$ cat config.mk
export PLATFORM = sky130hd
export DESIGN_NAME = mmc_row_check
export DESIGN_NICKNAME = d
export VERILOG_FILES = /design/src/design/maximal_matching_check_assert.svh /design/src/design/mmc_row_check.sv
export SDC_FILE = /design/constraint.sdc
export NUM_CORES = 1
export LEC_CHECK = 0
export BUFFER_PORTS_ARGS = -buffer_cell sky130_fd_sc_hd__buf_2
export CAP_MARGIN = 5
export CORE_AREA = 2 2 399 401
export DETAILED_ROUTE_END_ITERATION = 6
export DIE_AREA = 0 0 401 403
export GPL_TIMING_DRIVEN = 0
export PLACE_DENSITY = 0.3
export SYNTH_ARGS = -nofsm -noshare
export SYNTH_HDL_FRONTEND = slang
export SYNTH_SLANG_ARGS = --single-unit
$ cat constraint.sdc
create_clock -name vclk -period 2.06
set_clock_uncertainty 0.15 [all_clocks]
set_input_delay 0.206 -clock vclk [all_inputs]
set_output_delay 0.206 -clock vclk [all_outputs]
set_load 0.005 [all_outputs]
$ cat src/design/maximal_matching_check_assert.svh
// assertion macros for the maximal matching checker
// used by the top level only; no other dependencies
`ifndef MAXIMAL_MATCHING_CHECK_ASSERT_SVH
`define MAXIMAL_MATCHING_CHECK_ASSERT_SVH

`ifndef SYNTHESIS
`define MMC_ASSERT_NOW(label, ante, cons) \
   label: assert property (@(posedge clock) disable iff (reset) (ante) |-> (cons)) \
      else $error("maximal_matching_check assertion failed");
`define MMC_ASSERT_NEXT(label, ante, cons) \
   label: assert property (@(posedge clock) disable iff (reset) (ante) |=> (cons)) \
      else $error("maximal_matching_check assertion failed");
`else
`define MMC_ASSERT_NOW(label, ante, cons)
`define MMC_ASSERT_NEXT(label, ante, cons)
`endif

`endif

$ cat src/design/mmc_row_check.sv
// row compare unit: finds a graph edge from an unused vertex to a later unused vertex
// no dependencies
`timescale 1ns / 1ps

module mmc_row_check #(
   parameter int WIDTH = 256
) (
   input  logic [WIDTH-1:0] row,
   input  logic [WIDTH-1:0] used,
   input  logic [WIDTH-1:0] in_range,
   input  logic [WIDTH-1:0] above,
   input  logic             row_used,
   output logic             hit
);

   assign hit = !row_used && (|(row & ~used & in_range & above));

endmodule

=== After elaboration in Yosys (flattened, before gate mapping) ===
Cells that the tools add are included.
W data, S select, Z words.

* Reductions and logical operators: 3
* Bitwise operators: 4

{| class="wikitable"
|+ Operator list
! kind !! number
|-
| $and A256 B256 Y256 || 3
|-
| $not A256 Y256 || 1
|-
| $reduce_or A256 Y1 || 1
|-
| $logic_and A1 B1 Y1 || 1
|-
| $logic_not A1 Y1 || 1
|}

* Bits in registers: 0
* Logic and storage cells: 7
* Output and inout port bits: 1
* Bits of input ports: 1025

=== Longest topological paths before layout ===
* Depth after elaboration: 6
* Gate-level depth with buffers: 6
* Gate-level depth less buffers: 6

=== Least setup slack after synthesis ===
No wires, ideal clock.

* Path type: input -> output
* From: input row[243]
* To: output hit
* Stages on the path: 6
* Required time: 1704 ps
* Data arrival time: 1408 ps
* Path slack: 296 ps
* Buffers on the path: 0
* Path through: and4b_1 > a41oi_1 > nand3_1 > nor4_1 > nand4_1 > o41a_1

* Word-level cells in the longest chain between the ends: 5

{| class="wikitable"
|+ Ends and longest elaborated chain
! item !! line !! source
|-
| start, declared || mmc_row_check.sv:8 || <nowiki>input logic [WIDTH-1:0] row,</nowiki>
|-
| $and A256 B256 Y256 (3 in a row) || mmc_row_check.sv:16 || <nowiki>assign hit = !row_used && (|(row & ~used & in_range & above));</nowiki>
|-
| $reduce_or A256 Y1 || mmc_row_check.sv:16 ||
|-
| $logic_and A1 B1 Y1 || mmc_row_check.sv:16 ||
|-
| end, declared || mmc_row_check.sv:13 || <nowiki>output logic hit</nowiki>
|}

No other way between the ends.

=== Worst setup path after layout ===
* From: input used[231]
* To: output hit

* Word-level cells in the longest chain between the ends: 6

{| class="wikitable"
|+ Ends and longest elaborated chain
! item !! line !! source
|-
| start, declared || mmc_row_check.sv:9 || <nowiki>input logic [WIDTH-1:0] used,</nowiki>
|-
| $not A256 Y256 || mmc_row_check.sv:16 ||
|-
| $and A256 B256 Y256 (3 in a row) || mmc_row_check.sv:16 ||
|-
| $reduce_or A256 Y1 || mmc_row_check.sv:16 ||
|-
| $logic_and A1 B1 Y1 || mmc_row_check.sv:16 ||
|}

No other way between the ends.

==> qor.txt <==
Total global routing track utilization -> 17.3%
Port Buffers -> 1026
ANT nets after route -> 0
Final worst-path cycle share -> 142%
Wirelength per Cell -> 41.2 um
Avg Cell Area, Syn -> 8.19 um^2
Core ar. -> 0.157 mm^2
Commonest non-fill, non-tap cell in the layout -> buf_2
Util after Layout -> 6.99%
First-pass GRT wire length -> 167000 um
Most frequent cells in the layout -> 1021 x buf_2, 252 x nand4b_1, 65 x nand4_1
Post-DP Area -> 0.0106 mm^2
RSZ-0062 raised after global routing -> true
Fmax -> 343 MHz
Power Dens Cells -> 143 mW/mm^2
Vias in the first global route -> 9719
Via count -> 11600
Synth Cell Area -> 0.00282 mm^2
Clock buffers -> 0
Crit path DAT -> 2.56 ns
WS Path Type -> in -> out
Fin. max-slew vios -> 0
Crit Path Max Fanout -> 1
Critical Path RT -> 1.70 ns
Sequential Area -> 0 um^2
Top-Level Pins -> 1026
Crit start category -> primary input
Slew margin rel. -> 57.4%
Setup Fix Bufs, Post-CTS -> 0
Failing checks -> negative setup slack
Setup TNS -> -0.857 ns
CP bufs+invs -> 2
Layout area overhead -> 291%
Min-Delay Path Depth -> 4
Worst slew pin tran -> 0.637 ns
GP Congestion -> 1.17
Congestion Overflow GR -> 0
Post-Synthesis Cells -> 344
Seq/Total Area, Yosys -> 0%
Power consumption -> 1570 uW
Die H -> 403 um
Pre-Repair DR Iteration Count -> 7
Initial antenna violation count -> 511
Outcome -> complete, but fails checks
Post-synth cell types -> 10
Worst min-delay path category -> in -> out
VDD IR max -> 0.0423 mV
Die area -> 0.162 mm^2
Fillers -> 18800
Post-route cell area -> 0.0110 mm^2
Largest net degree at the start of global routing -> 2
Max-capacitance violation count -> 0
Row count -> 146
Hpwl dp -> 144000 um
Seq_cells -> 0
Post-Route WL -> 148000 um
Mapped Nets -> 1369
DRC violations left -> 0
Final setup margin -> -0.857 ns
WHS -> 0.617 ns
CP most frequent cell -> nand4_1
Final min period -> 2.92 ns
Synthesis Warnings -> 0
Final setup fails -> 1
Worst Hold Launch -> row_used
Final nets -> 2398
Layout cells sized above 1 -> 75.4%
Hold_buf cts -> 0
Initial Util -> 1.79%
CP Cell Sequence -> buf_12 > nand4b_1 > nand4_1 > nor4_4 > nand4_1 > o41a_1 > buf_6
Critical Path Slowest Stage Cell -> o41a_1
Top Family by Delay on Critical Path -> simple AND/OR/NAND/NOR gates
Pleak -> 0.00472 uW
Starting DRT DRC Count -> 1299
Crit end category -> output pin
Hold Fails Final Rpt -> 0
Hold path endpoint -> hit
CP peak stage delay -> 0.51 ns
Vias per cell -> 3.25
Die Wd -> 401 um
kinds of logic (layout without fill, tap and decap cells):
group | count (synthesis) | in the layout | synth area share [%]
simple gates | 338 | 338 | 98.6
other cells | 0 | 146 | 0
buf+inv | 3 | 1030 | 0.400
compound gates | 3 | 3 | 1.02
report_power, final:
part	internal (uW)	switching, uW
logic	882	693
registers	0	0
clock network	0.00968	0
total	882	693
per-layer routing:
layer | wire, um | up-vias | GRT usage (%)
li1 | - | 3983 | -
met1 | 45200 | 4956 | 15.7
met3 | 26300 | 860 | 14.8
met2 | 66600 | 1550 | 28.2
met5 | 2250 | - | 0.416
met4 | 7550 | 298 | 6.20
stage by stage:
step           instances  worst slack, ns
6_report            3589           -0.857
5_1_grt             3507           -0.883
4_1_cts             3443           -0.867
3_5_place_dp        3443            -1.28
3_3_place_gp        3442            -1.64
2_1_floorplan        344            0.296
repair_timing:
action                                 4_1_cts  5_1_grt
setup endpoints to repair                    1        1
resized for setup                           20        1
pin swaps                                    6        2
endpoints found under the hold margin        0        0
Yosys cell counts:
cell type | count | area share [%]
inv_1 | 3 | 0.40
a41oi_1 | 2 | 0.62
nor4_2 | 2 | 0.89
o41a_1 | 1 | 0.40
nor4_1 | 14 | 3.1
nand4_1 | 65 | 14
nand3_1 | 2 | 0.36
nand4_4 | 1 | 0.75
nand4b_1 | 252 | 78
and4b_1 | 2 | 0.71
cell type report:
cell class / instances / area, um^2 / area share (%)
timing repair buffer: 1027 / 5190 / 47.2
inverter: 3 / 11.3 / 0.102
multi-input combinational: 341 / 2850 / 25.9
tap: 2072 / 2590 / 23.5
antenna: 146 / 365 / 3.32
worst max path at each step:
stage	slack (ns)	startpoint	endpoint	depth (start not counted)
6_report	-0.86	used[231]	hit	7
5_1_grt	-0.88	row[183]	hit	7
4_1_cts	-0.87	row[183]	hit	7
3_5_place_dp	-1.28	above[39]	hit	7
3_3_place_gp	-1.64	used[116]	hit	7
2_1_floorplan	0.30	row[243]	hit	6
Power figures use the tool's default switching activity.
